$ cat src/filtered_top_n_sorter_defines.svh
// ----------------------------------------------------------------------------
// Filtered top-N sorter assertion macros
// Shared concurrent assertion helpers, clocked on i_clk, disabled in reset.
// ----------------------------------------------------------------------------
`ifndef FILTERED_TOP_N_SORTER_DEFINES_SVH
`define FILTERED_TOP_N_SORTER_DEFINES_SVH
`ifndef SYNTHESIS
`define FTS_ASSERT(lbl, prop) \
    lbl: assert property (@(posedge i_clk) disable iff (!i_rst_n) prop) \
        else $error("fts assertion failed");
`define FTS_ASSERT_NEXT(lbl, a, b) \
    `FTS_ASSERT(lbl, (a) |=> (b))
`else
`define FTS_ASSERT(lbl, prop)
`define FTS_ASSERT_NEXT(lbl, a, b)
`endif
`endif

$ cat src/fts_pkg.sv
// ----------------------------------------------------------------------------
// Filtered top-N sorter package
// Field widths, register map, configuration and control types.
// ----------------------------------------------------------------------------
package fts_pkg;

    localparam int EnergyW       = 13;
    localparam int EtaW          = 9;
    localparam int PhiW          = 7;
    localparam int EntryW        = EnergyW + EtaW + PhiW;
    localparam int DefStoreDepth = 64;
    localparam int MaxResults    = 64;
    localparam int PAddrW        = 5;
    localparam int PDataW        = 32;

    localparam logic [2:0] REG_KEEP  = 3'd0;
    localparam logic [2:0] REG_ETALO = 3'd1;
    localparam logic [2:0] REG_ETAHI = 3'd2;
    localparam logic [2:0] REG_ISO   = 3'd3;
    localparam logic [2:0] REG_FRAC1 = 3'd4;
    localparam logic [2:0] REG_FRAC2 = 3'd5;

    localparam logic [5:0] RstKeep  = 6'd10;
    localparam logic [7:0] RstEtaLo = 8'd0;
    localparam logic [7:0] RstEtaHi = 8'd196;

    typedef struct packed {
        logic [5:0] keep_count;
        logic [7:0] eta_low;
        logic [7:0] eta_high;
        logic [1:0] iso_min;
        logic [1:0] frac1_min;
        logic [1:0] frac2_min;
    } t_cfg;

    typedef enum logic [3:0] {
        ST_IDLE,
        ST_INS_RD,
        ST_INS_CMP,
        ST_FIN,
        ST_EMPTY,
        ST_TIE_RD0,
        ST_TIE_RD1,
        ST_TIE_CMP,
        ST_OUT_RD,
        ST_OUT_LD,
        ST_OUT_WAIT
    } t_state;

    typedef enum logic [1:0] {
        RS_PREV,
        RS_KEEP,
        RS_KEEPM1,
        RS_K
    } t_rsel;

    typedef struct packed {
        logic  load;
        logic  place;
        logic  shift;
        logic  fin;
        logic  tie_cap;
        logic  tie_cmp;
        logic  out_load;
        logic  empty_load;
        t_rsel rsel;
    } t_cmd;

    typedef struct packed {
        logic in_pass;
        logic in_last;
        logic item_last;
        logic at_zero;
        logic less;
        logic fin_empty;
        logic fin_tie;
        logic out_taken;
        logic out_final;
    } t_sts;

endpackage

$ cat src/fts_ifs.sv
// ----------------------------------------------------------------------------
// Filtered top-N sorter channels
// Valid/ready channels for trigger objects and ranked results.
// ----------------------------------------------------------------------------
interface fts_obj_if;
    logic              valid;
    logic              ready;
    logic [12:0]       energy;
    logic signed [8:0] eta_pos;
    logic [6:0]        phi_pos;
    logic [1:0]        iso_word;
    logic [1:0]        frac1_word;
    logic [1:0]        frac2_word;
    logic              end_of_list;

    modport source (output valid, energy, eta_pos, phi_pos, iso_word, frac1_word,
                    frac2_word, end_of_list, input ready);
    modport sink (input valid, energy, eta_pos, phi_pos, iso_word, frac1_word,
                  frac2_word, end_of_list, output ready);
endinterface

interface fts_res_if;
    logic              valid;
    logic              ready;
    logic [12:0]       out_energy;
    logic signed [8:0] out_eta;
    logic [6:0]        out_phi;
    logic              tie_at_cut;
    logic              list_empty;
    logic              final_entry;

    modport source (output valid, out_energy, out_eta, out_phi, tie_at_cut, list_empty,
                    final_entry, input ready);
    modport sink (input valid, out_energy, out_eta, out_phi, tie_at_cut, list_empty,
                  final_entry, output ready);
endinterface

$ cat src/fts_ram.sv
// ----------------------------------------------------------------------------
// Generic RAM
// One write port, one read port with registered read data.
// ----------------------------------------------------------------------------
module fts_ram #(
    parameter int WIDTH = 8,
    parameter int DEPTH = 16
) (
    input  logic                     i_clk,
    input  logic                     i_we,
    input  logic [$clog2(DEPTH)-1:0] i_waddr,
    input  logic [WIDTH-1:0]         i_wdata,
    input  logic [$clog2(DEPTH)-1:0] i_raddr,
    output logic [WIDTH-1:0]         o_rdata
);
    logic [WIDTH-1:0] r_mem [DEPTH];
    logic [WIDTH-1:0] r_rdata;

    always_ff @(posedge i_clk) begin
        if (i_we) begin
            r_mem[i_waddr] <= i_wdata;
        end
        r_rdata <= r_mem[i_raddr];
    end

    assign o_rdata = r_rdata;
endmodule

$ cat src/fts_cfg.sv
// ----------------------------------------------------------------------------
// Filtered top-N sorter configuration registers
// APB-style register file holding the keep count and selection cuts.
// ----------------------------------------------------------------------------
module fts_cfg (
    input  logic                        i_clk,
    input  logic                        i_rst_n,
    input  logic                        psel,
    input  logic                        penable,
    input  logic                        pwrite,
    input  logic [fts_pkg::PAddrW-1:0]  paddr,
    input  logic [fts_pkg::PDataW-1:0]  pwdata,
    output logic [fts_pkg::PDataW-1:0]  prdata,
    output logic                        pready,
    output fts_pkg::t_cfg               o_cfg
);
    fts_pkg::t_cfg r_cfg;
    logic [2:0]    idx;
    logic          wr;

    assign idx    = paddr[4:2];
    assign wr     = psel && penable && pwrite;
    assign pready = 1'b1;
    assign o_cfg  = r_cfg;

    always_ff @(posedge i_clk) begin
        if (!i_rst_n) begin
            r_cfg.keep_count <= fts_pkg::RstKeep;
            r_cfg.eta_low    <= fts_pkg::RstEtaLo;
            r_cfg.eta_high   <= fts_pkg::RstEtaHi;
            r_cfg.iso_min    <= 2'd0;
            r_cfg.frac1_min  <= 2'd0;
            r_cfg.frac2_min  <= 2'd0;
        end else if (wr) begin
            unique case (idx)
                fts_pkg::REG_KEEP:  r_cfg.keep_count <= pwdata[5:0];
                fts_pkg::REG_ETALO: r_cfg.eta_low    <= pwdata[7:0];
                fts_pkg::REG_ETAHI: r_cfg.eta_high   <= pwdata[7:0];
                fts_pkg::REG_ISO:   r_cfg.iso_min    <= pwdata[1:0];
                fts_pkg::REG_FRAC1: r_cfg.frac1_min  <= pwdata[1:0];
                fts_pkg::REG_FRAC2: r_cfg.frac2_min  <= pwdata[1:0];
                default: ;
            endcase
        end
    end

    always_comb begin
        unique case (idx)
            fts_pkg::REG_KEEP:  prdata = {26'd0, r_cfg.keep_count};
            fts_pkg::REG_ETALO: prdata = {24'd0, r_cfg.eta_low};
            fts_pkg::REG_ETAHI: prdata = {24'd0, r_cfg.eta_high};
            fts_pkg::REG_ISO:   prdata = {30'd0, r_cfg.iso_min};
            fts_pkg::REG_FRAC1: prdata = {30'd0, r_cfg.frac1_min};
            fts_pkg::REG_FRAC2: prdata = {30'd0, r_cfg.frac2_min};
            default:            prdata = '0;
        endcase
    end
endmodule

$ cat src/fts_ctrl.sv
// ----------------------------------------------------------------------------
// Filtered top-N sorter controller
// Sequences insertion, end-of-list tie check and result emission.
// ----------------------------------------------------------------------------
module fts_ctrl (
    input  logic          i_clk,
    input  logic          i_rst_n,
    input  logic          i_in_valid,
    output logic          o_in_ready,
    input  fts_pkg::t_sts i_sts,
    output fts_pkg::t_cmd o_cmd
);
    fts_pkg::t_state r_state;
    fts_pkg::t_state n_state;

    always_ff @(posedge i_clk) begin
        if (!i_rst_n) begin
            r_state <= fts_pkg::ST_IDLE;
        end else begin
            r_state <= n_state;
        end
    end

    always_comb begin
        n_state = r_state;
        unique case (r_state)
            fts_pkg::ST_IDLE: begin
                if (i_in_valid) begin
                    if (i_sts.in_pass) begin
                        n_state = fts_pkg::ST_INS_RD;
                    end else if (i_sts.in_last) begin
                        n_state = fts_pkg::ST_FIN;
                    end
                end
            end
            fts_pkg::ST_INS_RD: begin
                if (!i_sts.at_zero) begin
                    n_state = fts_pkg::ST_INS_CMP;
                end else if (i_sts.item_last) begin
                    n_state = fts_pkg::ST_FIN;
                end else begin
                    n_state = fts_pkg::ST_IDLE;
                end
            end
            fts_pkg::ST_INS_CMP: begin
                if (i_sts.less) begin
                    n_state = fts_pkg::ST_INS_RD;
                end else if (i_sts.item_last) begin
                    n_state = fts_pkg::ST_FIN;
                end else begin
                    n_state = fts_pkg::ST_IDLE;
                end
            end
            fts_pkg::ST_FIN: begin
                if (i_sts.fin_empty) begin
                    n_state = fts_pkg::ST_EMPTY;
                end else if (i_sts.fin_tie) begin
                    n_state = fts_pkg::ST_TIE_RD0;
                end else begin
                    n_state = fts_pkg::ST_OUT_RD;
                end
            end
            fts_pkg::ST_EMPTY:   n_state = fts_pkg::ST_OUT_WAIT;
            fts_pkg::ST_TIE_RD0: n_state = fts_pkg::ST_TIE_RD1;
            fts_pkg::ST_TIE_RD1: n_state = fts_pkg::ST_TIE_CMP;
            fts_pkg::ST_TIE_CMP: n_state = fts_pkg::ST_OUT_RD;
            fts_pkg::ST_OUT_RD:  n_state = fts_pkg::ST_OUT_LD;
            fts_pkg::ST_OUT_LD:  n_state = fts_pkg::ST_OUT_WAIT;
            fts_pkg::ST_OUT_WAIT: begin
                if (i_sts.out_taken) begin
                    n_state = i_sts.out_final ? fts_pkg::ST_IDLE : fts_pkg::ST_OUT_RD;
                end
            end
            default: n_state = fts_pkg::ST_IDLE;
        endcase
    end

    always_comb begin
        o_cmd      = '0;
        o_cmd.rsel = fts_pkg::RS_PREV;
        o_in_ready = 1'b0;
        unique case (r_state)
            fts_pkg::ST_IDLE: begin
                o_in_ready = 1'b1;
                o_cmd.load = i_in_valid;
            end
            fts_pkg::ST_INS_RD: begin
                o_cmd.place = i_sts.at_zero;
            end
            fts_pkg::ST_INS_CMP: begin
                o_cmd.shift = i_sts.less;
                o_cmd.place = !i_sts.less;
            end
            fts_pkg::ST_FIN:     o_cmd.fin = 1'b1;
            fts_pkg::ST_EMPTY:   o_cmd.empty_load = 1'b1;
            fts_pkg::ST_TIE_RD0: o_cmd.rsel = fts_pkg::RS_KEEP;
            fts_pkg::ST_TIE_RD1: begin
                o_cmd.rsel    = fts_pkg::RS_KEEPM1;
                o_cmd.tie_cap = 1'b1;
            end
            fts_pkg::ST_TIE_CMP: o_cmd.tie_cmp = 1'b1;
            fts_pkg::ST_OUT_RD:  o_cmd.rsel = fts_pkg::RS_K;
            fts_pkg::ST_OUT_LD:  o_cmd.out_load = 1'b1;
            fts_pkg::ST_OUT_WAIT: ;
            default: ;
        endcase
    end
endmodule

$ cat src/fts_dp.sv
// ----------------------------------------------------------------------------
// Filtered top-N sorter datapath
// Selection cuts, ranked store, insertion pointer and result register.
// ----------------------------------------------------------------------------
`include "filtered_top_n_sorter_defines.svh"

module fts_dp #(
    parameter int STORE_DEPTH = fts_pkg::DefStoreDepth
) (
    input  logic              i_clk,
    input  logic              i_rst_n,
    input  fts_pkg::t_cfg     i_cfg,
    input  logic [12:0]       i_energy,
    input  logic [8:0]        i_eta,
    input  logic [6:0]        i_phi,
    input  logic [1:0]        i_iso,
    input  logic [1:0]        i_frac1,
    input  logic [1:0]        i_frac2,
    input  logic              i_last,
    input  fts_pkg::t_cmd     i_cmd,
    output fts_pkg::t_sts     o_sts,
    output logic              o_res_valid,
    input  logic              i_res_ready,
    output logic [12:0]       o_energy,
    output logic [8:0]        o_eta,
    output logic [6:0]        o_phi,
    output logic              o_tie,
    output logic              o_list_empty,
    output logic              o_final_entry
);
    localparam int AW = $clog2(STORE_DEPTH);
    localparam int CW = $clog2(STORE_DEPTH + 1);

    logic [12:0]   r_e;
    logic [8:0]    r_eta;
    logic [6:0]    r_phi;
    logic          r_last;
    logic [CW-1:0] r_fill, r_cnt, r_j, r_lim, r_emit, r_k;
    logic [12:0]   r_cmp_e;
    logic          r_tie;
    logic          r_ovalid;
    logic [12:0]   r_o_e;
    logic [8:0]    r_o_eta;
    logic [6:0]    r_o_phi;
    logic          r_o_tie, r_o_empty, r_o_final;

    logic [8:0]    mag;
    logic          pass;
    logic [15:0]   keep16, keepm1_16, fill16, lim16, cnt16, emit16, kp1_16, emitr16;
    logic [CW-1:0] j_m1;
    logic          we;
    logic [AW-1:0] waddr, raddr;
    logic [fts_pkg::EntryW-1:0] wdata, rdata;
    logic [12:0]   rd_e;
    logic          taken;

    assign mag  = i_eta[8] ? (9'd0 - i_eta) : i_eta;
    assign pass = (i_iso >= i_cfg.iso_min) && (i_frac1 >= i_cfg.frac1_min) &&
                  (i_frac2 >= i_cfg.frac2_min) && (mag >= {1'b0, i_cfg.eta_low}) &&
                  (mag <= {1'b0, i_cfg.eta_high});

    assign keep16    = {10'd0, i_cfg.keep_count};
    assign keepm1_16 = keep16 - 16'd1;
    assign fill16    = {{(16-CW){1'b0}}, r_fill};
    always_comb begin
        lim16 = (keep16 != 16'd0) ? keep16 + 16'd1 : 16'(STORE_DEPTH);
        if (lim16 > 16'(STORE_DEPTH)) begin
            lim16 = 16'(STORE_DEPTH);
        end
        cnt16  = (fill16 > lim16) ? lim16 : fill16;
        emit16 = o_sts.fin_tie ? keep16 : fill16;
        if (emit16 > 16'(fts_pkg::MaxResults)) begin
            emit16 = 16'(fts_pkg::MaxResults);
        end
    end
    assign kp1_16  = {{(16-CW){1'b0}}, r_k} + 16'd1;
    assign emitr16 = {{(16-CW){1'b0}}, r_emit};
    assign j_m1    = r_j - CW'(1);
    assign rd_e    = rdata[fts_pkg::EntryW-1 -: fts_pkg::EnergyW];
    assign taken   = r_ovalid && i_res_ready;

    always_comb begin
        case (i_cmd.rsel)
            fts_pkg::RS_PREV:   raddr = j_m1[AW-1:0];
            fts_pkg::RS_KEEP:   raddr = keep16[AW-1:0];
            fts_pkg::RS_KEEPM1: raddr = keepm1_16[AW-1:0];
            fts_pkg::RS_K:      raddr = r_k[AW-1:0];
            default:            raddr = r_k[AW-1:0];
        endcase
    end

    // A shifted entry moves down one slot; the entry at the hold limit falls off.
    assign we    = (i_cmd.shift || i_cmd.place) && (r_j < r_lim);
    assign waddr = r_j[AW-1:0];
    assign wdata = i_cmd.place ? {r_e, r_eta, r_phi} : rdata;

    fts_ram #(
        .WIDTH (fts_pkg::EntryW),
        .DEPTH (STORE_DEPTH)
    ) u_store (
        .i_clk   (i_clk),
        .i_we    (we),
        .i_waddr (waddr),
        .i_wdata (wdata),
        .i_raddr (raddr),
        .o_rdata (rdata)
    );

    always_ff @(posedge i_clk) begin
        if (!i_rst_n) begin
            r_fill   <= '0;
            r_ovalid <= 1'b0;
        end else begin
            if (i_cmd.place) begin
                r_fill <= (r_cnt < r_lim) ? r_cnt + CW'(1) : r_lim;
            end else if (i_cmd.fin) begin
                r_fill <= '0;
            end
            if (i_cmd.out_load || i_cmd.empty_load) begin
                r_ovalid <= 1'b1;
            end else if (taken) begin
                r_ovalid <= 1'b0;
            end
        end
    end

    always_ff @(posedge i_clk) begin
        if (i_cmd.load) begin
            r_e    <= i_energy;
            r_eta  <= i_eta;
            r_phi  <= i_phi;
            r_last <= i_last;
            r_cnt  <= cnt16[CW-1:0];
            r_j    <= cnt16[CW-1:0];
            r_lim  <= lim16[CW-1:0];
        end else if (i_cmd.shift) begin
            r_j <= j_m1;
        end
        if (i_cmd.fin) begin
            r_emit <= emit16[CW-1:0];
            r_k    <= '0;
            r_tie  <= 1'b0;
        end else if (i_cmd.out_load) begin
            r_k <= r_k + CW'(1);
        end
        if (i_cmd.tie_cap) begin
            r_cmp_e <= rd_e;
        end
        if (i_cmd.tie_cmp) begin
            r_tie <= (rd_e == r_cmp_e);
        end
        if (i_cmd.out_load) begin
            r_o_e     <= rd_e;
            r_o_eta   <= rdata[fts_pkg::PhiW +: fts_pkg::EtaW];
            r_o_phi   <= rdata[fts_pkg::PhiW-1:0];
            r_o_tie   <= r_tie;
            r_o_empty <= 1'b0;
            r_o_final <= (kp1_16 == emitr16);
        end else if (i_cmd.empty_load) begin
            r_o_e     <= '0;
            r_o_eta   <= '0;
            r_o_phi   <= '0;
            r_o_tie   <= 1'b0;
            r_o_empty <= 1'b1;
            r_o_final <= 1'b1;
        end
    end

    assign o_sts.in_pass   = pass;
    assign o_sts.in_last   = i_last;
    assign o_sts.item_last = r_last;
    assign o_sts.at_zero   = (r_j == '0);
    assign o_sts.less      = (rd_e < r_e);
    assign o_sts.fin_empty = (r_fill == '0);
    assign o_sts.fin_tie   = (keep16 != 16'd0) && (fill16 > keep16);
    assign o_sts.out_taken = taken;
    assign o_sts.out_final = r_o_final;

    assign o_res_valid   = r_ovalid;
    assign o_energy      = r_o_e;
    assign o_eta         = r_o_eta;
    assign o_phi         = r_o_phi;
    assign o_tie         = r_o_tie;
    assign o_list_empty  = r_o_empty;
    assign o_final_entry = r_o_final;

    `FTS_ASSERT(a_fill_bound, r_fill <= CW'(STORE_DEPTH))
    `FTS_ASSERT_NEXT(a_fin_clears_fill, i_cmd.fin, r_fill == '0)
    `FTS_ASSERT(a_empty_is_final, (r_ovalid && r_o_empty) |-> r_o_final)
endmodule

$ cat src/filtered_top_n_sorter.sv
// ----------------------------------------------------------------------------
// Filtered top-N sorter
// Cuts trigger objects on quality and |eta|, ranks the survivors by energy.
// ----------------------------------------------------------------------------
// An object that fails the cuts is only taken; a passing object walks past
// the held entries it beats, with a read and a compare-and-shift per entry.
// After the last object the controller finishes, runs the tie check (read at N,
// read at N-1, compare) when more than N entries are held, then for each result
// reads, loads and waits for the transfer. An empty list gives its single result.
// Reset is synchronous and active low: the store is empty, registers default.
// ----------------------------------------------------------------------------
module filtered_top_n_sorter #(
    parameter int STORE_DEPTH = fts_pkg::DefStoreDepth
) (
    input  logic                       i_clk,
    input  logic                       i_rst_n,
    fts_obj_if.sink                    i_obj,
    fts_res_if.source                  o_res,
    input  logic                       psel,
    input  logic                       penable,
    input  logic                       pwrite,
    input  logic [fts_pkg::PAddrW-1:0] paddr,
    input  logic [fts_pkg::PDataW-1:0] pwdata,
    output logic [fts_pkg::PDataW-1:0] prdata,
    output logic                       pready
);
    // The register file holds the keep count and the selection cuts.
    fts_pkg::t_cfg cfg;
    fts_pkg::t_cmd cmd;
    fts_pkg::t_sts sts;
    logic          in_ready;

    fts_cfg u_cfg (
        .i_clk   (i_clk),
        .i_rst_n (i_rst_n),
        .psel    (psel),
        .penable (penable),
        .pwrite  (pwrite),
        .paddr   (paddr),
        .pwdata  (pwdata),
        .prdata  (prdata),
        .pready  (pready),
        .o_cfg   (cfg)
    );

    // The controller accepts an object only while idle and then walks the
    // store from the tail, moving lower-energy entries down one slot until
    // the new object's place is found. Equal energies stop the walk, which
    // keeps arrival order among ties.
    fts_ctrl u_ctrl (
        .i_clk      (i_clk),
        .i_rst_n    (i_rst_n),
        .i_in_valid (i_obj.valid),
        .o_in_ready (in_ready),
        .i_sts      (sts),
        .o_cmd      (cmd)
    );

    assign i_obj.ready = in_ready;

    // The datapath owns the ranked store and the result register; each
    // result transfer leaves from a register, so the sink may stall freely.
    fts_dp #(
        .STORE_DEPTH (STORE_DEPTH)
    ) u_dp (
        .i_clk         (i_clk),
        .i_rst_n       (i_rst_n),
        .i_cfg         (cfg),
        .i_energy      (i_obj.energy),
        .i_eta         (i_obj.eta_pos),
        .i_phi         (i_obj.phi_pos),
        .i_iso         (i_obj.iso_word),
        .i_frac1       (i_obj.frac1_word),
        .i_frac2       (i_obj.frac2_word),
        .i_last        (i_obj.end_of_list),
        .i_cmd         (cmd),
        .o_sts         (sts),
        .o_res_valid   (o_res.valid),
        .i_res_ready   (o_res.ready),
        .o_energy      (o_res.out_energy),
        .o_eta         (o_res.out_eta),
        .o_phi         (o_res.out_phi),
        .o_tie         (o_res.tie_at_cut),
        .o_list_empty  (o_res.list_empty),
        .o_final_entry (o_res.final_entry)
    );
endmodule

$ cat src/flat_wrapper.sv
// flat-port wrapper written by rule: the top's interface ports become plain ports
module filtered_top_n_sorter_flat 
#(
    parameter int STORE_DEPTH = fts_pkg::DefStoreDepth
)
  (i_clk, i_rst_n, psel, penable, pwrite, paddr, pwdata, prdata, pready, i_obj_valid, i_obj_energy, i_obj_eta_pos, i_obj_phi_pos, i_obj_iso_word, i_obj_frac1_word, i_obj_frac2_word, i_obj_end_of_list, i_obj_ready, o_res_valid, o_res_out_energy, o_res_out_eta, o_res_out_phi, o_res_tie_at_cut, o_res_list_empty, o_res_final_entry, o_res_ready);
  fts_obj_if i_obj_i ();
  fts_res_if o_res_i ();
  input  logic i_clk;
  input  logic i_rst_n;
  input  logic psel;
  input  logic penable;
  input  logic pwrite;
  input  logic [fts_pkg::PAddrW-1:0] paddr;
  input  logic [fts_pkg::PDataW-1:0] pwdata;
  output logic [fts_pkg::PDataW-1:0] prdata;
  output logic pready;
  input wire logic [$bits(i_obj_i.valid)-1:0] i_obj_valid;
  input wire logic [$bits(i_obj_i.energy)-1:0] i_obj_energy;
  input wire logic [$bits(i_obj_i.eta_pos)-1:0] i_obj_eta_pos;
  input wire logic [$bits(i_obj_i.phi_pos)-1:0] i_obj_phi_pos;
  input wire logic [$bits(i_obj_i.iso_word)-1:0] i_obj_iso_word;
  input wire logic [$bits(i_obj_i.frac1_word)-1:0] i_obj_frac1_word;
  input wire logic [$bits(i_obj_i.frac2_word)-1:0] i_obj_frac2_word;
  input wire logic [$bits(i_obj_i.end_of_list)-1:0] i_obj_end_of_list;
  output wire logic [$bits(i_obj_i.ready)-1:0] i_obj_ready;
  output wire logic [$bits(o_res_i.valid)-1:0] o_res_valid;
  output wire logic [$bits(o_res_i.out_energy)-1:0] o_res_out_energy;
  output wire logic [$bits(o_res_i.out_eta)-1:0] o_res_out_eta;
  output wire logic [$bits(o_res_i.out_phi)-1:0] o_res_out_phi;
  output wire logic [$bits(o_res_i.tie_at_cut)-1:0] o_res_tie_at_cut;
  output wire logic [$bits(o_res_i.list_empty)-1:0] o_res_list_empty;
  output wire logic [$bits(o_res_i.final_entry)-1:0] o_res_final_entry;
  input wire logic [$bits(o_res_i.ready)-1:0] o_res_ready;
  assign i_obj_i.valid = i_obj_valid;
  assign i_obj_i.energy = i_obj_energy;
  assign i_obj_i.eta_pos = i_obj_eta_pos;
  assign i_obj_i.phi_pos = i_obj_phi_pos;
  assign i_obj_i.iso_word = i_obj_iso_word;
  assign i_obj_i.frac1_word = i_obj_frac1_word;
  assign i_obj_i.frac2_word = i_obj_frac2_word;
  assign i_obj_i.end_of_list = i_obj_end_of_list;
  assign i_obj_ready = i_obj_i.ready;
  assign o_res_valid = o_res_i.valid;
  assign o_res_out_energy = o_res_i.out_energy;
  assign o_res_out_eta = o_res_i.out_eta;
  assign o_res_out_phi = o_res_i.out_phi;
  assign o_res_tie_at_cut = o_res_i.tie_at_cut;
  assign o_res_list_empty = o_res_i.list_empty;
  assign o_res_final_entry = o_res_i.final_entry;
  assign o_res_i.ready = o_res_ready;
  filtered_top_n_sorter #(.STORE_DEPTH(STORE_DEPTH)) u_core (.i_clk(i_clk), .i_rst_n(i_rst_n), .i_obj(i_obj_i), .o_res(o_res_i), .psel(psel), .penable(penable), .pwrite(pwrite), .paddr(paddr), .pwdata(pwdata), .prdata(prdata), .pready(pready));
endmodule
$ cat config.mk
export PLATFORM = sky130hd
export DESIGN_NAME = filtered_top_n_sorter_flat
export DESIGN_NICKNAME = d
export VERILOG_FILES = /design/src/fts_pkg.sv /design/src/fts_ifs.sv /design/src/fts_ram.sv /design/src/fts_cfg.sv /design/src/fts_ctrl.sv /design/src/fts_dp.sv /design/src/filtered_top_n_sorter.sv /design/src/flat_wrapper.sv
export VERILOG_INCLUDE_DIRS = /design/src /design/src/src
export SDC_FILE = /design/constraint.sdc
export NUM_CORES = 2
export LEC_CHECK = 0
export BUFFER_PORTS_ARGS = -buffer_cell sky130_fd_sc_hd__clkbuf_2
export CELL_PAD_IN_SITES_DETAIL_PLACEMENT = 1
export CELL_PAD_IN_SITES_GLOBAL_PLACEMENT = 2
export CORE_MARGIN = 8
export CORE_UTILIZATION = 53
export DETAILED_ROUTE_END_ITERATION = 6
export PLACE_DENSITY = 0.92
export SYNTH_ARGS = -nofsm -noshare
export SYNTH_HDL_FRONTEND = slang
export SYNTH_HIERARCHICAL = 1
export SYNTH_SLANG_ARGS = --single-unit
$ cat constraint.sdc
create_clock -name i_clk -period 9.24 [get_ports i_clk]
set_clock_uncertainty 0.05 [all_clocks]
set_input_delay 1.848 -clock i_clk [delete_from_list [all_inputs] [get_ports i_clk]]
set_output_delay 1.848 -clock i_clk [all_outputs]
set_load 0.01 [all_outputs]
==> metrics.csv <==
metric;value;unit
status;completed;
cts_tree;yes;
cap_violations;0;
drt_iter0_markers;5097;
dieHeight;409;um
slowest_stage;a211oi_1;
pwr-share-seq;33.3;%
path_buf_inv;3;
timing.hold.ws;425;ps
syn_inst;4316;
synth-async-reset-ratio;0;%
grt_max_degree;107;
dpl_cell_area;84800;um^2
start_util;53.3;%
timing.slew.headroom;3.48;%
cp-startpoint;u_core/u_ctrl/r_state[0];
cts_hold_buf;0;
p_comb_share;45.2;%
post_cts_buffers;0;
yosysUniqueCellTypes;89;
rows;144;
cp_slowest_stage_delay;1090;ps
crit_arrival;7140;ps
syn_area_per_cell;19.0;um^2
synth-edff-count;1959;
worstHoldStart;u_core/u_cfg/o_cfg[7];
netSwitchingFraction;40.8;%
post-route-period-util;71.2;%
place.gp.congestion;0.839;
final_core_util;59.3;%
dp_slack;2950;ps
grt_pass1_wl;336;mm
synth_ff_type;edfxtp_1;
startpoint_type;flop;
leakage;29.8;nW
vias;44500;
setup-tns-final;0;ps
cp-end-kind;flop;
power_switching;15.3;mW
cts_buffer_depth;3;
cts-htree-levels;4;
area_delta_synth_final;11.2;%
ios;147;
worstSetupPathType;flop to flop;
dp_hpwl;131;mm
wirelength;236;mm
hold_viol_final;0;
drv_slew;0;
gr-total-overflow;0;
p_clk_share;21.5;%
die_x;409;um
layout_setup_ws;2660;ps
cts-root-buf;clkbuf_16;
via_per_inst;6.64;
rsz0062_at_grt;false;
p_int;22.2;mW
p_per_area;410;nW/um^2
drt_first_pass_iters;5;
antenna_found_initial;11;
path_max_fanout;26;
path_cells;nand2b_4 > inv_1 > a22oi_1 > nor2_1 > nand2b_1 > o21ai_0 > a22oi_1 > nand2_4 > buf_4 > buf_4 > mux4_2 > mux2_2 > a211oi_1 > a211oi_1;
wl_per_cell;35.2;um
timing.rr.start;u_core/u_ctrl/r_state[0];
clock_latency;860;ps
post_cts_resized;0;
cts_num_sinks;2036;
port_buffers;95;
numCtsBuffers;198;
synth_area;82100;um^2
drc;0;
cp_top_family;compound AO/OA/AOI/OAI gates;
min_period;6580;ps
fmax;152;MHz
finalInstanceArea;91300;um^2
crit_required;9800;ps
grt_pass1_vias;47100;
die_area;168000;um^2
synth_warnings;6;
peakVddDrop;0.584;mV
grt.total_usage;27.5;%
ys_ff_latch;2036;
nNetsFinal;4625;
yosysSeqAreaShare;73.6;%
setup_violations;0;
ant_nets;0;
cts.reportedPaths.clkPinSlew;70;ps
worstMarginPinSlew;1450;ps
coreArea;154000;um^2
final_layout_size_suffix_gt1_share;21.5;%
hold_class;flop to flop;
[layout make-up]
| class | count | area, um^2 |
|---|---|---|
| Antenna cell | 6 | 15.0 |
| Clock buffer | 242 | 5220 |
| Clock inverter | 129 | 1200 |
| Fill cell | 13300 | 62600 |
| Inverter | 73 | 279 |
| Multi-Input combinational cell | 1963 | 20200 |
| Sequential cell | 2036 | 60400 |
| Tap cell | 2044 | 2560 |
| Timing Repair Buffer | 207 | 1400 |
[cells in the mapped netlist (10+ instances only)]
cell | n | area (um^2)
edfxtp_1 | 1959 | 58800
mux2i_1 | 417 | 4170
mux4_2 | 292 | 6580
a22oi_1 | 167 | 1250
nor2_1 | 127 | 477
nand2_1 | 88 | 330
mux2_2 | 86 | 968
clkbuf_1 | 85 | 319
a21oi_1 | 84 | 420
dfxtp_1 | 77 | 1540
inv_1 | 71 | 267
buf_4 | 68 | 510
ha_1 | 66 | 826
buf_2 | 65 | 325
o21ai_0 | 54 | 270
nor2b_1 | 52 | 325
o22ai_1 | 42 | 263
and2_1 | 37 | 231
nand3_1 | 36 | 180
xnor2_1 | 32 | 280
buf_6 | 29 | 327
nor3_1 | 24 | 120
o211ai_1 | 24 | 180
a31oi_1 | 23 | 144
a211oi_1 | 22 | 165
o211a_1 | 20 | 200
nor3_2 | 19 | 190
nand2b_1 | 17 | 106
nand4_1 | 13 | 81.3
a21o_1 | 12 | 90.1
xor2_1 | 12 | 105
a22o_1 | 10 | 87.6
[layout by cell type, fill, tap and decap left out, drive strengths merged, types with 52 or more instances in the layout]
cell type / count
mux2: 88
mux2i: 417
buf: 112
ha: 66
o21ai: 56
a21oi: 85
mux4: 301
dfxtp: 77
nand2: 88
clkinv: 101
nor2b: 52
edfxtp: 1959
clkbuf: 337
nor2: 129
a22oi: 167
inv: 81
[per-stage QoR]
stage	std cells	power (mW)
2_1_floorplan	4339	23.0
3_3_place_gp	6323	28.0
3_5_place_dp	6323	28.8
4_1_cts	6694	37.2
5_1_grt	6694	38.3
6_report	6700	37.4
[power groups by stage]
stage | clock [mW] | sequential [mW] | combinational [mW]
after floorplan | 0 | 12.4 | 10.6
after detailed placement | 0 | 12.6 | 16.2
final | 8.06 | 12.5 | 16.9
after global placement | 0 | 12.6 | 15.4
after global routing | 8.41 | 12.5 | 17.4
after CTS | 8.14 | 12.5 | 16.6
[sequential cells by signal (all words and copies together), names as in the netlist, 9 cells and up]
register,cells
u_core/u_dp/r_e,13
u_core/u_dp/o_energy,13
u_core/u_dp/u_store/o_rdata,29
u_core/u_dp/u_store/r_mem,1856
u_core/u_dp/r_eta,9
u_core/u_cfg/o_cfg,28
u_core/u_dp/r_cmp_e,13
u_core/u_dp/o_eta,9
[worst reg2reg max path, stage by stage (launching register included)]
cell      delay [ps]
dfxtp_1          910
nand2b_4         120
inv_1             90
a22oi_1           90
nor2_1           820
nand2b_1         230
o21ai_0          170
a22oi_1          160
nand2_4          630
buf_4            500
buf_4            480
mux4_2           390
mux2_2           290
a211oi_1        1090
a211oi_1         350
[layer usage]
layer | part of all wire, % | GRT usage [%]
met1 | 36 | 33.8
met2 | 49 | 45.3
met3 | 10 | 7.46
met4 | 5.4 | 13.1
met5 | 0.038 | 0.230
[final timing paths]
path | to | slack, ps | depth (start not counted)
max | u_core/u_dp/u_store/o_rdata[27] | 2660 | 14
min | u_core/u_cfg/o_cfg[7] | 420 | 2
max reg2reg | u_core/u_dp/u_store/o_rdata[27] | 2660 | 14
min reg2reg | u_core/u_cfg/o_cfg[7] | 420 | 2
[logic make-up after synthesis]
family | Yosys count | share of synthesized area [%]
DFF | 2036 | 73.6
muxes | 806 | 14.6
AOI/OAI and AO/OA | 545 | 4.72
and+or+nand+nor | 477 | 3.13
buffers and inverters | 340 | 2.49
adders and majority gates | 66 | 1.01
xor gates and xnor gates | 44 | 0.470
other | 2 | 0.00915
Power figures use the tool's default switching activity.
